File: src/trackpad_cursor_delta_corrector_top_macros.svh
// Assertion macros for the trackpad cursor delta corrector.
`ifndef TRACKPAD_CURSOR_DELTA_CORRECTOR_TOP_MACROS_SVH
`define TRACKPAD_CURSOR_DELTA_CORRECTOR_TOP_MACROS_SVH

// Consequent must hold in the same cycle as the antecedent.
`define TCDC_AST_SAME(lbl, ante, cons, msg) \
  lbl: assert property (@(posedge clk) disable iff (!rst_n) (ante) |-> (cons)) else $error(msg);

// Consequent must hold in the cycle after the antecedent.
`define TCDC_AST_NEXT(lbl, ante, cons, msg) \
  lbl: assert property (@(posedge clk) disable iff (!rst_n) (ante) |=> (cons)) else $error(msg);

`endif

File: src/tcdc_pkg.sv
// Shared types, constants and helper functions of the cursor delta corrector.
package tcdc_pkg;

  localparam int MAX_SLOTS    = 5;
  localparam int FINGER_SLOTS = 5;
  localparam int DELTA_LIMIT  = 300;
  localparam int REPORT_LIMIT = 127;

  localparam int FINGER_W = 48;
  localparam int COORD_W  = 16;
  localparam int DELTA_W  = 10;
  localparam int MOVE_W   = 8;
  localparam int SUM_W    = DELTA_W + 1;
  localparam int P1_W     = SUM_W + 8;
  localparam int P2_W     = P1_W + SUM_W;
  localparam int NUM_W    = 28;
  localparam int MAG_W    = NUM_W - 1;
  localparam int DEN_W    = 15;
  localparam int REM_W    = 16;

  localparam int IN_DATA_W  = 264;
  localparam int OUT_DATA_W = 80;

  localparam logic [2:0] NO_FINGER = 3'd7;

  // Register indexes.
  localparam logic [2:0] REG_ACCEL  = 3'd0;
  localparam logic [2:0] REG_SPEED  = 3'd1;
  localparam logic [2:0] REG_DIVIS  = 3'd2;
  localparam logic [2:0] REG_SINGLE = 3'd3;
  localparam logic [2:0] REG_MULTI  = 3'd4;

  localparam logic [7:0]  RST_SPEED  = 8'd10;
  localparam logic [7:0]  RST_DIVIS  = 8'd1;
  localparam logic [15:0] RST_SINGLE = 16'd50;
  localparam logic [15:0] RST_MULTI  = 16'd150;

  typedef struct packed {
    logic                      touch_prev;
    logic signed [DELTA_W-1:0] dx;
    logic signed [DELTA_W-1:0] dy;
    logic                      active;
    logic [COORD_W-1:0]        strength;
  } lane_t;

  function automatic logic signed [DELTA_W-1:0] clamp_delta(input logic signed [COORD_W:0] v);
    logic signed [COORD_W:0] lim;
    lim = (COORD_W+1)'(DELTA_LIMIT);
    if (v > lim)       clamp_delta = DELTA_W'(DELTA_LIMIT);
    else if (v < -lim) clamp_delta = -DELTA_W'(DELTA_LIMIT);
    else               clamp_delta = v[DELTA_W-1:0];
  endfunction

  function automatic logic [DELTA_W-1:0] abs_delta(input logic signed [DELTA_W-1:0] v);
    abs_delta = v[DELTA_W-1] ? DELTA_W'(-v) : DELTA_W'(v);
  endfunction

endpackage

File: src/tcdc_lane.sv
// One finger slot: stored position, clamped delta and activity flag.
module tcdc_lane
  import tcdc_pkg::*;
(
  input  logic                clk,
  input  logic                rst_n,
  input  logic [FINGER_W-1:0] finger,
  input  logic                upd,
  output lane_t               lane
);

  logic               valid_r;
  logic [COORD_W-1:0] pos_x_r;
  logic [COORD_W-1:0] pos_y_r;

  logic [COORD_W-1:0]      x, y, s;
  logic signed [COORD_W:0] diff_x, diff_y;
  logic                    touch_prev;
  logic [DELTA_W:0]        act_sum;

  assign x = finger[15:0];
  assign y = finger[31:16];
  assign s = finger[47:32];

  assign diff_x     = $signed({1'b0, x}) - $signed({1'b0, pos_x_r});
  assign diff_y     = $signed({1'b0, y}) - $signed({1'b0, pos_y_r});
  assign touch_prev = (s != '0) && valid_r;

  always_comb begin
    lane.touch_prev = touch_prev;
    lane.dx         = touch_prev ? clamp_delta(diff_x) : '0;
    lane.dy         = touch_prev ? clamp_delta(diff_y) : '0;
    lane.strength   = s;
    act_sum         = {1'b0, abs_delta(lane.dx)} + {1'b0, abs_delta(lane.dy)};
    lane.active     = act_sum > (DELTA_W+1)'(2);
  end

  always_ff @(posedge clk) begin
    if (!rst_n) begin
      valid_r <= 1'b0;
    end else if (upd) begin
      valid_r <= (s != '0);
    end
  end

  always_ff @(posedge clk) begin
    if (upd && (s != '0)) begin
      pos_x_r <= x;
      pos_y_r <= y;
    end
  end

endmodule

File: src/tcdc_div.sv
// Bit-serial restoring divider on magnitudes, one quotient bit per cycle.
module tcdc_div
  import tcdc_pkg::*;
(
  input  logic             clk,
  input  logic             rst_n,
  input  logic             start,
  input  logic [MAG_W-1:0] num,
  input  logic [DEN_W-1:0] den,
  output logic             busy,
  output logic [MAG_W-1:0] quo,
  output logic [DEN_W-1:0] rem
);

  localparam int CNT_W = $clog2(MAG_W + 1);

  logic             busy_r;
  logic [CNT_W-1:0] cnt_r;
  logic [MAG_W-1:0] quo_r;
  logic [DEN_W-1:0] rem_r;
  logic [DEN_W-1:0] den_r;
  logic [DEN_W:0]   trial;
  logic             ge;

  assign trial = {rem_r, quo_r[MAG_W-1]};
  assign ge    = trial >= {1'b0, den_r};

  always_ff @(posedge clk) begin
    if (!rst_n) begin
      busy_r <= 1'b0;
      cnt_r  <= '0;
    end else if (start) begin
      busy_r <= 1'b1;
      cnt_r  <= CNT_W'(MAG_W);
    end else if (busy_r) begin
      cnt_r <= cnt_r - CNT_W'(1);
      if (cnt_r == CNT_W'(1)) busy_r <= 1'b0;
    end
  end

  always_ff @(posedge clk) begin
    if (start) begin
      quo_r <= num;
      rem_r <= '0;
      den_r <= den;
    end else if (busy_r) begin
      quo_r <= {quo_r[MAG_W-2:0], ge};
      rem_r <= ge ? DEN_W'(trial - {1'b0, den_r}) : trial[DEN_W-1:0];
    end
  end

  assign busy = busy_r;
  assign quo  = quo_r;
  assign rem  = rem_r;

endmodule

File: src/trackpad_cursor_delta_corrector_top.sv
// Top level of the trackpad cursor delta corrector: lanes, merge, scaling and division.
// Steps from input transaction to result valid: merge, two multiply steps, divider start,
//   the divide state for 27 quotient bits, final load. The next input is taken as soon as
//   the result sits in the output register, even if it has not been taken yet.
// Reset (rst_n, synchronous, active low): all slots invalid, cursor slot 0, zero
//   start time, deltas and remainders, registers at their defaults.
`include "trackpad_cursor_delta_corrector_top_macros.svh"
module trackpad_cursor_delta_corrector_top
  import tcdc_pkg::*;
#(
  parameter int FINGER_SLOTS = tcdc_pkg::FINGER_SLOTS
) (
  input  logic                  clk,
  input  logic                  rst_n,
  // finger0..finger4 [239:0] (48 bits each), finger_count [242:240], now_ms [258:243]
  input  logic [IN_DATA_W-1:0]  in_tdata,
  input  logic                  in_tvalid,
  output logic                  in_tready,
  // move_x [7:0], move_y [15:8], delta_x [25:16], delta_y [35:26], last_delta_x [45:36],
  // last_delta_y [55:46], peak_strength [71:56], fingers_out [74:72]
  output logic [OUT_DATA_W-1:0] out_tdata,
  output logic                  out_tvalid,
  input  logic                  out_tready,
  input  logic                  cfg_valid,
  output logic                  cfg_ready,
  input  logic [2:0]            cfg_index,
  input  logic [15:0]           cfg_data
);

  localparam logic [2:0] ST_IDLE = 3'd0;
  localparam logic [2:0] ST_LANE = 3'd1;
  localparam logic [2:0] ST_MUL1 = 3'd2;
  localparam logic [2:0] ST_MUL2 = 3'd3;
  localparam logic [2:0] ST_GO   = 3'd4;
  localparam logic [2:0] ST_DIV  = 3'd5;
  localparam logic [2:0] ST_FIN  = 3'd6;

  logic [2:0] state_r, state_nxt;

  // Configuration registers.
  logic        accel_r;
  logic [7:0]  speed_r;
  logic [7:0]  divis_r;
  logic [15:0] single_r;
  logic [15:0] multi_r;

  // Captured report.
  logic [FINGER_W-1:0] fingers_r [MAX_SLOTS];
  logic [2:0]          count_r;
  logic [15:0]         now_r;

  // Persistent tracking state.
  logic [2:0]               cursor_r;
  logic [15:0]              touch_start_r;
  logic signed [DELTA_W-1:0] prev_dx_r, prev_dy_r;
  logic signed [REM_W-1:0]  rem_x_r, rem_y_r;

  // Per-report work registers.
  logic signed [DELTA_W-1:0] sel_x_r, sel_y_r;
  logic [15:0]               peak_r;
  logic signed [P1_W-1:0]    p1_x_r, p1_y_r;
  logic [DELTA_W:0]          mag_x_r, mag_y_r;
  logic [DEN_W-1:0]          den_r;
  logic                      neg_x_r, neg_y_r;
  logic [MAG_W-1:0]          nmag_x_r, nmag_y_r;

  logic                  out_valid_r;
  logic [OUT_DATA_W-1:0] out_data_r;

  lane_t lanes [MAX_SLOTS];

  // Input handshake: take a report only with nothing in flight.
  assign in_tready = (state_r == ST_IDLE);
  // Hold register writes off while a report is being worked on.
  assign cfg_ready = (state_r == ST_IDLE);

  always_ff @(posedge clk) begin
    if (!rst_n) begin
      accel_r  <= 1'b0;
      speed_r  <= RST_SPEED;
      divis_r  <= RST_DIVIS;
      single_r <= RST_SINGLE;
      multi_r  <= RST_MULTI;
    end else if (cfg_valid && cfg_ready) begin
      unique case (cfg_index)
        REG_ACCEL:  accel_r  <= cfg_data[0];
        REG_SPEED:  speed_r  <= cfg_data[7:0];
        REG_DIVIS:  divis_r  <= cfg_data[7:0];
        REG_SINGLE: single_r <= cfg_data;
        REG_MULTI:  multi_r  <= cfg_data;
        default: ;
      endcase
    end
  end

  // Capture the report; payload only, no reset needed.
  always_ff @(posedge clk) begin
    if (in_tvalid && in_tready) begin
      for (int i = 0; i < MAX_SLOTS; i++) begin
        fingers_r[i] <= in_tdata[i*FINGER_W +: FINGER_W];
      end
      count_r <= in_tdata[242:240];
      now_r   <= in_tdata[258:243];
    end
  end

  // Finger lanes, one per configured slot; unused slots read as empty.
  for (genvar g = 0; g < MAX_SLOTS; g++) begin : g_lane
    if (g < FINGER_SLOTS) begin : g_on
      tcdc_lane u_lane (
        .clk    (clk),
        .rst_n  (rst_n),
        .finger (fingers_r[g]),
        .upd    (state_r == ST_LANE),
        .lane   (lanes[g])
      );
    end else begin : g_off
      assign lanes[g] = '0;
    end
  end

  // Merge stage: first touch, hold-off, cursor selection and peak strength.
  logic                      first_w, hold_w, cur_ok_w;
  logic [15:0]               start_w, elapsed_w, peak_w;
  logic [2:0]                lowest_w, cursor_w;
  logic signed [DELTA_W-1:0] cur_dx_w, cur_dy_w, selx_w, sely_w;

  always_comb begin
    first_w  = 1'b1;
    peak_w   = '0;
    cur_ok_w = 1'b0;
    cur_dx_w = '0;
    cur_dy_w = '0;
    lowest_w = NO_FINGER;
    for (int i = 0; i < MAX_SLOTS; i++) begin
      if (lanes[i].touch_prev) first_w = 1'b0;
      if (lanes[i].strength > peak_w) peak_w = lanes[i].strength;
      if (cursor_r == 3'(i) && lanes[i].active) begin
        cur_ok_w = 1'b1;
        cur_dx_w = lanes[i].dx;
        cur_dy_w = lanes[i].dy;
      end
    end
    // Scan downward so the lowest active slot wins.
    for (int i = MAX_SLOTS - 1; i >= 0; i--) begin
      if (lanes[i].active) lowest_w = 3'(i);
    end
    start_w   = ((count_r != 3'd0) && first_w) ? now_r : touch_start_r;
    elapsed_w = now_r - start_w;
    hold_w    = ((count_r == 3'd1) && (elapsed_w < single_r)) ||
                ((count_r >= 3'd2) && (elapsed_w < multi_r));
    selx_w   = '0;
    sely_w   = '0;
    cursor_w = cursor_r;
    if (hold_w) begin
      cursor_w = cursor_r;
    end else if (cur_ok_w) begin
      selx_w = cur_dx_w;
      sely_w = cur_dy_w;
    end else begin
      cursor_w = lowest_w;
    end
  end

  // Scaling: sum with previous delta, times speed, then times |sum| with acceleration.
  logic signed [SUM_W-1:0] sum_x_w, sum_y_w;
  logic signed [P1_W-1:0]  p1x_w, p1y_w;
  logic signed [P2_W-1:0]  p2x_w, p2y_w;
  logic signed [NUM_W-1:0] numx_w, numy_w;
  logic [7:0]              corr_w;

  always_comb begin
    sum_x_w = SUM_W'(sel_x_r) + SUM_W'(prev_dx_r);
    sum_y_w = SUM_W'(sel_y_r) + SUM_W'(prev_dy_r);
    p1x_w   = sum_x_w * $signed({1'b0, speed_r});
    p1y_w   = sum_y_w * $signed({1'b0, speed_r});
    corr_w  = (divis_r == 8'd0) ? 8'd1 : divis_r;
    if (accel_r) begin
      p2x_w = p1_x_r * $signed({1'b0, mag_x_r});
      p2y_w = p1_y_r * $signed({1'b0, mag_y_r});
    end else begin
      p2x_w = P2_W'(p1_x_r);
      p2y_w = P2_W'(p1_y_r);
    end
    numx_w = $signed(p2x_w[NUM_W-1:0]) + NUM_W'(rem_x_r);
    numy_w = $signed(p2y_w[NUM_W-1:0]) + NUM_W'(rem_y_r);
  end

  always_ff @(posedge clk) begin
    unique case (state_r)
      ST_LANE: begin
        sel_x_r <= selx_w;
        sel_y_r <= sely_w;
        peak_r  <= peak_w;
      end
      ST_MUL1: begin
        p1_x_r  <= p1x_w;
        p1_y_r  <= p1y_w;
        mag_x_r <= sum_x_w[SUM_W-1] ? SUM_W'(-sum_x_w) : SUM_W'(sum_x_w);
        mag_y_r <= sum_y_w[SUM_W-1] ? SUM_W'(-sum_y_w) : SUM_W'(sum_y_w);
        den_r   <= DEN_W'(corr_w) * (accel_r ? DEN_W'(100) : DEN_W'(5));
      end
      ST_MUL2: begin
        neg_x_r  <= numx_w[NUM_W-1];
        neg_y_r  <= numy_w[NUM_W-1];
        nmag_x_r <= numx_w[NUM_W-1] ? MAG_W'(-numx_w) : MAG_W'(numx_w);
        nmag_y_r <= numy_w[NUM_W-1] ? MAG_W'(-numy_w) : MAG_W'(numy_w);
      end
      default: ;
    endcase
  end

  // Two divider lanes, x and y, run in lockstep.
  logic             div_busy_x, div_busy_y;
  logic [MAG_W-1:0] quo_x, quo_y;
  logic [DEN_W-1:0] drem_x, drem_y;

  tcdc_div u_div_x (
    .clk (clk), .rst_n (rst_n), .start (state_r == ST_GO),
    .num (nmag_x_r), .den (den_r), .busy (div_busy_x), .quo (quo_x), .rem (drem_x)
  );

  tcdc_div u_div_y (
    .clk (clk), .rst_n (rst_n), .start (state_r == ST_GO),
    .num (nmag_y_r), .den (den_r), .busy (div_busy_y), .quo (quo_y), .rem (drem_y)
  );

  // Saturate quotients and restore signs (truncating division).
  logic [MOVE_W-2:0]        satx_w, saty_w;
  logic signed [MOVE_W-1:0] movx_w, movy_w;
  logic signed [REM_W-1:0]  nremx_w, nremy_w;

  always_comb begin
    satx_w  = (quo_x > MAG_W'(REPORT_LIMIT)) ? (MOVE_W-1)'(REPORT_LIMIT) : quo_x[MOVE_W-2:0];
    saty_w  = (quo_y > MAG_W'(REPORT_LIMIT)) ? (MOVE_W-1)'(REPORT_LIMIT) : quo_y[MOVE_W-2:0];
    movx_w  = neg_x_r ? -$signed({1'b0, satx_w}) : $signed({1'b0, satx_w});
    movy_w  = neg_y_r ? -$signed({1'b0, saty_w}) : $signed({1'b0, saty_w});
    nremx_w = neg_x_r ? -$signed({1'b0, drem_x}) : $signed({1'b0, drem_x});
    nremy_w = neg_y_r ? -$signed({1'b0, drem_y}) : $signed({1'b0, drem_y});
  end

  logic fin_load;
  assign fin_load = (state_r == ST_FIN) && (!out_valid_r || out_tready);

  // Sequencer.
  always_comb begin
    state_nxt = state_r;
    unique case (state_r)
      ST_IDLE: if (in_tvalid) state_nxt = ST_LANE;
      ST_LANE: state_nxt = ST_MUL1;
      ST_MUL1: state_nxt = ST_MUL2;
      ST_MUL2: state_nxt = ST_GO;
      ST_GO:   state_nxt = ST_DIV;
      ST_DIV:  if (!div_busy_x) state_nxt = ST_FIN;
      ST_FIN:  if (fin_load) state_nxt = ST_IDLE;
      default: state_nxt = ST_IDLE;
    endcase
  end

  always_ff @(posedge clk) begin
    if (!rst_n) begin
      state_r       <= ST_IDLE;
      cursor_r      <= 3'd0;
      touch_start_r <= '0;
      prev_dx_r     <= '0;
      prev_dy_r     <= '0;
      rem_x_r       <= '0;
      rem_y_r       <= '0;
      out_valid_r   <= 1'b0;
    end else begin
      state_r <= state_nxt;
      // Commit tracking state once the lanes have been merged.
      if (state_r == ST_LANE) begin
        cursor_r      <= cursor_w;
        touch_start_r <= start_w;
      end
      if (fin_load) begin
        prev_dx_r   <= sel_x_r;
        prev_dy_r   <= sel_y_r;
        rem_x_r     <= nremx_w;
        rem_y_r     <= nremy_w;
        out_valid_r <= 1'b1;
      end else if (out_tready) begin
        out_valid_r <= 1'b0;
      end
    end
  end

  // Output register; holds its transaction until taken.
  always_ff @(posedge clk) begin
    if (fin_load) begin
      out_data_r <= {5'd0, count_r, peak_r, prev_dy_r, prev_dx_r,
                     sel_y_r, sel_x_r, movy_w, movx_w};
    end
  end

  assign out_tvalid = out_valid_r;
  assign out_tdata  = out_data_r;

  `TCDC_AST_NEXT(a_accept_busy, in_tvalid && in_tready, !in_tready, "accepted while busy")
  `TCDC_AST_SAME(a_move_range, out_tvalid, (out_tdata[7:0] != 8'h80) && (out_tdata[15:8] != 8'h80), "move beyond limit")
  `TCDC_AST_SAME(a_cursor_legal, state_r == ST_IDLE, (cursor_r < 3'(FINGER_SLOTS)) || (cursor_r == NO_FINGER), "bad cursor slot")
  `TCDC_AST_SAME(a_div_lockstep, 1'b1, div_busy_x == div_busy_y, "dividers out of step")

endmodule
File: config.mk
export PLATFORM = sky130hd
export DESIGN_NAME = trackpad_cursor_delta_corrector_top
export DESIGN_NICKNAME = d
export VERILOG_FILES = /design/src/tcdc_pkg.sv /design/src/tcdc_lane.sv /design/src/tcdc_div.sv /design/src/trackpad_cursor_delta_corrector_top.sv
export VERILOG_INCLUDE_DIRS = /design/src /design/src/src
export SDC_FILE = /design/constraint.sdc
export NUM_CORES = 2
export LEC_CHECK = 0
export ABC_CLOCK_PERIOD_IN_PS = 25300
export BUFFER_PORTS_ARGS = -buffer_cell sky130_fd_sc_hd__clkbuf_2
export CAP_MARGIN = 15
export CORE_ASPECT_RATIO = 1.1
export CORE_MARGIN = 3
export CORE_UTILIZATION = 45
export CTS_CLUSTER_DIAMETER = 60
export CTS_CLUSTER_SIZE = 30
export DETAILED_ROUTE_END_ITERATION = 10
export PLACE_DENSITY = 0.63
export SLEW_MARGIN = 10
export SYNTH_ARGS = -nofsm -noshare
export SYNTH_HDL_FRONTEND = slang
export SYNTH_SLANG_ARGS = --single-unit
File: constraint.sdc
create_clock -name clk -period 25.3 [get_ports clk]
set_input_delay 2.53 -clock clk [delete_from_list [all_inputs] [get_ports clk]]
set_output_delay 2.53 -clock clk [all_outputs]
set_load 0.02 [all_outputs]
After elaboration in Yosys (flattened, before gate mapping)

Memories as Yosys holds them, arrays and structs flattened.
Index checks and enable logic that the tools add are counted.

Register bits: 661
Memory bits (writable): 240
Logic and storage cells: 321
Memories kept: 1

Add/sub/neg operators: 42
Multiply operators: 5
Magnitude comparators: 37
Equality and inequality tests: 20
Muxes and demuxes: 109
Bitwise operators: 3
Reductions and logical operators: 46

Memories:

| name      | words | bits a word | read ports | clocked after memory_dff | wr ports | RTL line                                  | text |
|---|---|---|---|---|---|---|---|
| fingers_r | 5     | 48          | 5          | 0                        | 5        | trackpad_cursor_delta_corrector_top.sv:48 | `logic [FINGER_W-1:0] fingers_r [MAX_SLOTS];` |

Operator list:

| kind                 | count |
|---|---|
| $mux 10              | 52 |
| $gt 17x10->1 const B | 10 |
| $lt 17x10->1 const B | 10 |
| $sub 16x16->17       | 10 |
| $mux 27              | 6 |
| $mux 16              | 8 |
| $neg 10->10          | 10 |
| $reduce_bool 16->1   | 5 |
| $add 10x10->11       | 7 |
| $gt 16x16->1         | 4 |
| $add 28x16->28       | 2 |
| $mul 19x12->28       | 2 |
| $mux 28              | 2 |
| $gt 11x2->1 const B  | 5 |
| $gt 27x7->1 const B  | 2 |
| $neg 27->27          | 2 |
| $mul 11x9->19        | 2 |
| $mux 7               | 5 |
| $ge 16x15->1         | 2 |
| $lt 16x16->1         | 2 |
| $neg 15->16          | 2 |
| $mux 15              | 2 |
| $sub 15x15->15       | 2 |
| $neg 11->11          | 2 |
| 28 further kinds     | 106 |

Depth between registers and ports, before layout

An unclocked memory read counts as a cell.

Depth after elaboration: 18
Mapped depth: 46

Cells and area by module

A second synthesis with hierarchy kept.

Cell total of the unflattened synthesis: 8,295
Area total of the unflattened synthesis: 80,392.1 sq um

By module, submodules not included:

| module                                | instances | cells an instance | area each (sq um) |
|---|---|---|---|
| trackpad_cursor_delta_corrector_top   | 1         | 5,149             | 52,447.8 |
| tcdc_lane (g_lane[0].g_on.u_lane ...) | 4         | 492               | 4,154.0 |
| tcdc_div                              | 2         | 309               | 3,464.6 |
| tcdc_lane (g_lane[2].g_on.u_lane)     | 1         | 560               | 4,399.2 |

Worst setup path before layout

OpenSTA, ideal clock, no wires.

Path kind: input to register
From: in in_tvalid
To: reg count_r[0], enable pin
Setup time: 651 ps
Data arrival time: 8,383 ps
Slack: 16,267 ps
Stages: 1
Path buffers: 0
Cell sequence: and2_1

Cells in the longest elaborated chain, start to end: 1

RTL lines:

| item                 | RTL line                                   | text |
|---|---|---|
| start, declared      | trackpad_cursor_delta_corrector_top.sv:17  | `input logic in_tvalid,` |
| $logic_and 1x1->1    | trackpad_cursor_delta_corrector_top.sv:98  | `if (in_tvalid && in_tready) begin` |
| end signal, assigned | trackpad_cursor_delta_corrector_top.sv:102 | `count_r <= in_tdata[242:240];` |
| end, declared        | trackpad_cursor_delta_corrector_top.sv:49  | `logic [2:0] count_r;` |

No other way between the ends.
A chain may end at the register's enable or synchronous reset.

==> metrics <==
top cell type's share of synthesized area=28.74%; PD cells=109.6 mW/mm^2; # fillers=15.53k; pin count of the biggest net entering global routing=98; length of routed wiring on met1=86.82 mm; syn_area_per_cell=9.614 um^2; GRT overflow=0; Fin. Hold Viols=0; arrival time at the worst endpoint=11,080 ps; Max Used Layer=met5; internal cell power=5.079 mW; routed vias=57.68k; Synth warnings=0; Post-CTS Repair Setup Buffers=0; via density per instance=5.483; Final ANT Viol Nets=0; chip height=437.8 um; CTS hold repair buffers=0; GP Congestion=0.9618; Crit path top cell by count=o21ai_0; Fmax=94.29 MHz; Synth cell types=112; root buf cell=clkbuf_16; Crit-path slowest cell=a32o_1; sequential area share after synthesis=33.22%; Fin Setup TNS=0 ps; Worst Setup Path Type=reg2reg; max-slew headroom at the worst pin=23.00%; Synth Cell Area=0.07628 mm^2; Synth area leaders=edfxtp_1, fa_1, ha_1, inv_1, dfxtp_1; Setup Skew=74.58 ps; Die Wd=398.6 um; Clock Power Share=17.8%; CTS tree=yes; Worst EP required=25,780 ps; vias in the first global route=58.01k; Slew Limit Fails=0; Area growth, synth to finish=10.46%; DRC viols=0; initial drt markers=3,573; VDD IR max=0.1874 mV; first-pass GRT wire length=316.2 mm; Switching Power=4.159 mW; Inst Count DP=10.32k; total clock buffers created by CTS=99; CP endpoint kind=flop; Final Setup Violations=0; Main synth FF type=edfxtp_1; Reg power frac=21.3%; sw frac=45.02%; delay of the slowest critical-path stage=850 ps; Initial Utilization=45.58%; top cells by count, synth=inv_1, nand2_1, edfxtp_1; CP delay by family, top=compound AO/OA/AOI/OAI gates; cell taking the most area after synthesis=edfxtp_1; #FFs+latches synth=901; FP Rows=157; clock tree buffer depth=3; Die Footprint=0.1745 mm^2; Leakage=37.02 nW; Synth Instances=7,935; unrepaired setup endpoints after global routing=false; IO buf count=360; Combinational Power Share=60.9%; clk_lat worst skew=760 ps; Ports=371; initial antenna violation count=13; Hold Crit Class=reg2reg; nets=9,682; met3 WL=10.54 mm; crit-path max FO=31; max cap viols=0; crit share post-route=41.92%; fin crit period=10,610 ps; share of layout cells above drive strength 1=8.870%; Post-synth EDFFs=730; setup slack after layout=14,690 ps; Reg clk slew, reported paths=80 ps; cell with the most instances after synthesis=inv_1; total track usage=22.81%; status=completed; drt wl/cell=19.02 um; pre-CTS setup slack=14,810 ps; Layout Utilization=50.35%; core region area=0.1674 mm^2; met2 WL=95.47 mm; total routed wirelength=200.0 mm; CP bufs+invs=2; Tightest Pin Transition=1147 ps; H-Tree Depth=3; Worst Setup Start Kind=flop; clock sink count=901; CTS resizes=0; post-detail-place hpwl=156.4 mm; DR pass1 iterations=5; final std cells w/o fill=10.52k; async set-reset flop share out of synthesis=0%
## cell usage in the layout (no fill, tap or decap), types with 105 or more instances in the layout
master / synthesis / layout
xnor2_1: 323 / 322
clkbuf_2: 1 / 360
clkbuf_16: 0 / 105
nor2_1: 445 / 444
a21o_1: 128 / 128
dfxtp_1: 171 / 170
xor2_1: 149 / 149
edfxtp_1: 730 / 730
and2_1: 339 / 338
a21oi_1: 428 / 427
o21ai_0: 310 / 310
inv_1: 1056 / 1054
nor3_1: 122 / 122
fa_1: 515 / 515
nand2_1: 899 / 898
ha_1: 680 / 680
## worst paths after layout
| path | slack (ps) | startpoint | to | depth (start not counted) |
|---|---|---|---|---|
| max | 14690 | fingers_r[0][92]$_DFFE_PP_ | peak_r[0]$_DFFE_PP_ | 40 |
| min | 410 | den_r[9]$_DFFE_PP_ | u_div_x.den_r[9]$_DFFE_PP_ | 0 |
| max reg2reg | 14690 | fingers_r[0][92]$_DFFE_PP_ | peak_r[0]$_DFFE_PP_ | 40 |
| min reg2reg | 410 | den_r[9]$_DFFE_PP_ | u_div_x.den_r[9]$_DFFE_PP_ | 0 |
## worst register-to-register path: cells and delay by family, from the launching register on
family	cells	cell delay, ps
compound gates	19	4700
fa+ha+maj	4	1230
buf+inv	2	400
simple gates	11	2080
flops	1	440
mux	4	1520
## power groups by stage
| stage | registers [mW] | logic (mW) | clock network, mW |
|---|---|---|---|
| after floorplan | 1.91 | 4.46 | 0 |
| after global placement | 2.00 | 5.51 | 0 |
| after detailed placement | 2.00 | 5.60 | 0 |
| after CTS | 1.97 | 5.64 | 1.69 |
| after global routing | 1.99 | 6.41 | 1.74 |
| final | 1.97 | 5.62 | 1.64 |
## area by class of cell
cell class              count  area (um^2)  area share, %
diodes                      8        20.02        0.02376
clock buffers             113         2708          3.213
clock inverters            75         1136          1.348
inverters                1059         3984          4.728
multi-input cells        5722        46040          54.64
flip-flops and latches    901        25350          30.08
well taps                2226         2785          3.305
repair buffers            416         2246          2.665
## layer usage
layer	GRT usage, %	vias to the layer above
li1	-	27790
met1	29.96	28190
met2	38.43	1389
met3	3.106	303
met4	8.221	2
met5	0	-
## stage by stage
| step | hold slack (ps) | instance area (um^2) | power, mW |
|---|---|---|---|
| after floorplan | 400.3 | 76340 | 6.368 |
| after global placement | 402.8 | 80350 | 7.509 |
| after detailed placement | 404.5 | 80350 | 7.600 |
| after CTS | 415.6 | 84190 | 9.298 |
| after global routing | 426.0 | 84250 | 10.14 |
| final | 405.7 | 84260 | 9.237 |
## state kept, by name, indices dropped and copies added, names as in the netlist, 16 cells and up
name,cells
u_div_y.quo,27
multi_r,16
touch_start_r,16
fingers_r,240
g_lane.g_on.u_lane.pos_y_r,80
now_r,16
u_div_x.quo,27
out_tdata,75
p1_y_r,19
single_r,16
p1_x_r,19
rem_y_r,16
g_lane.g_on.u_lane.pos_x_r,80
nmag_y_r,27
nmag_x_r,27
peak_r,16
rem_x_r,16
## cells by family after synthesis
kind of cell | share of synthesized area (%)
xor+xnor | 5.419
compound gates | 13.19
flops | 33.22
fa+ha+maj | 24.70
mux | 1.904
buf+inv | 6.571
simple gates | 14.99
other cells | 0.004916
Note: power is estimated with default switching activity, not from simulation.
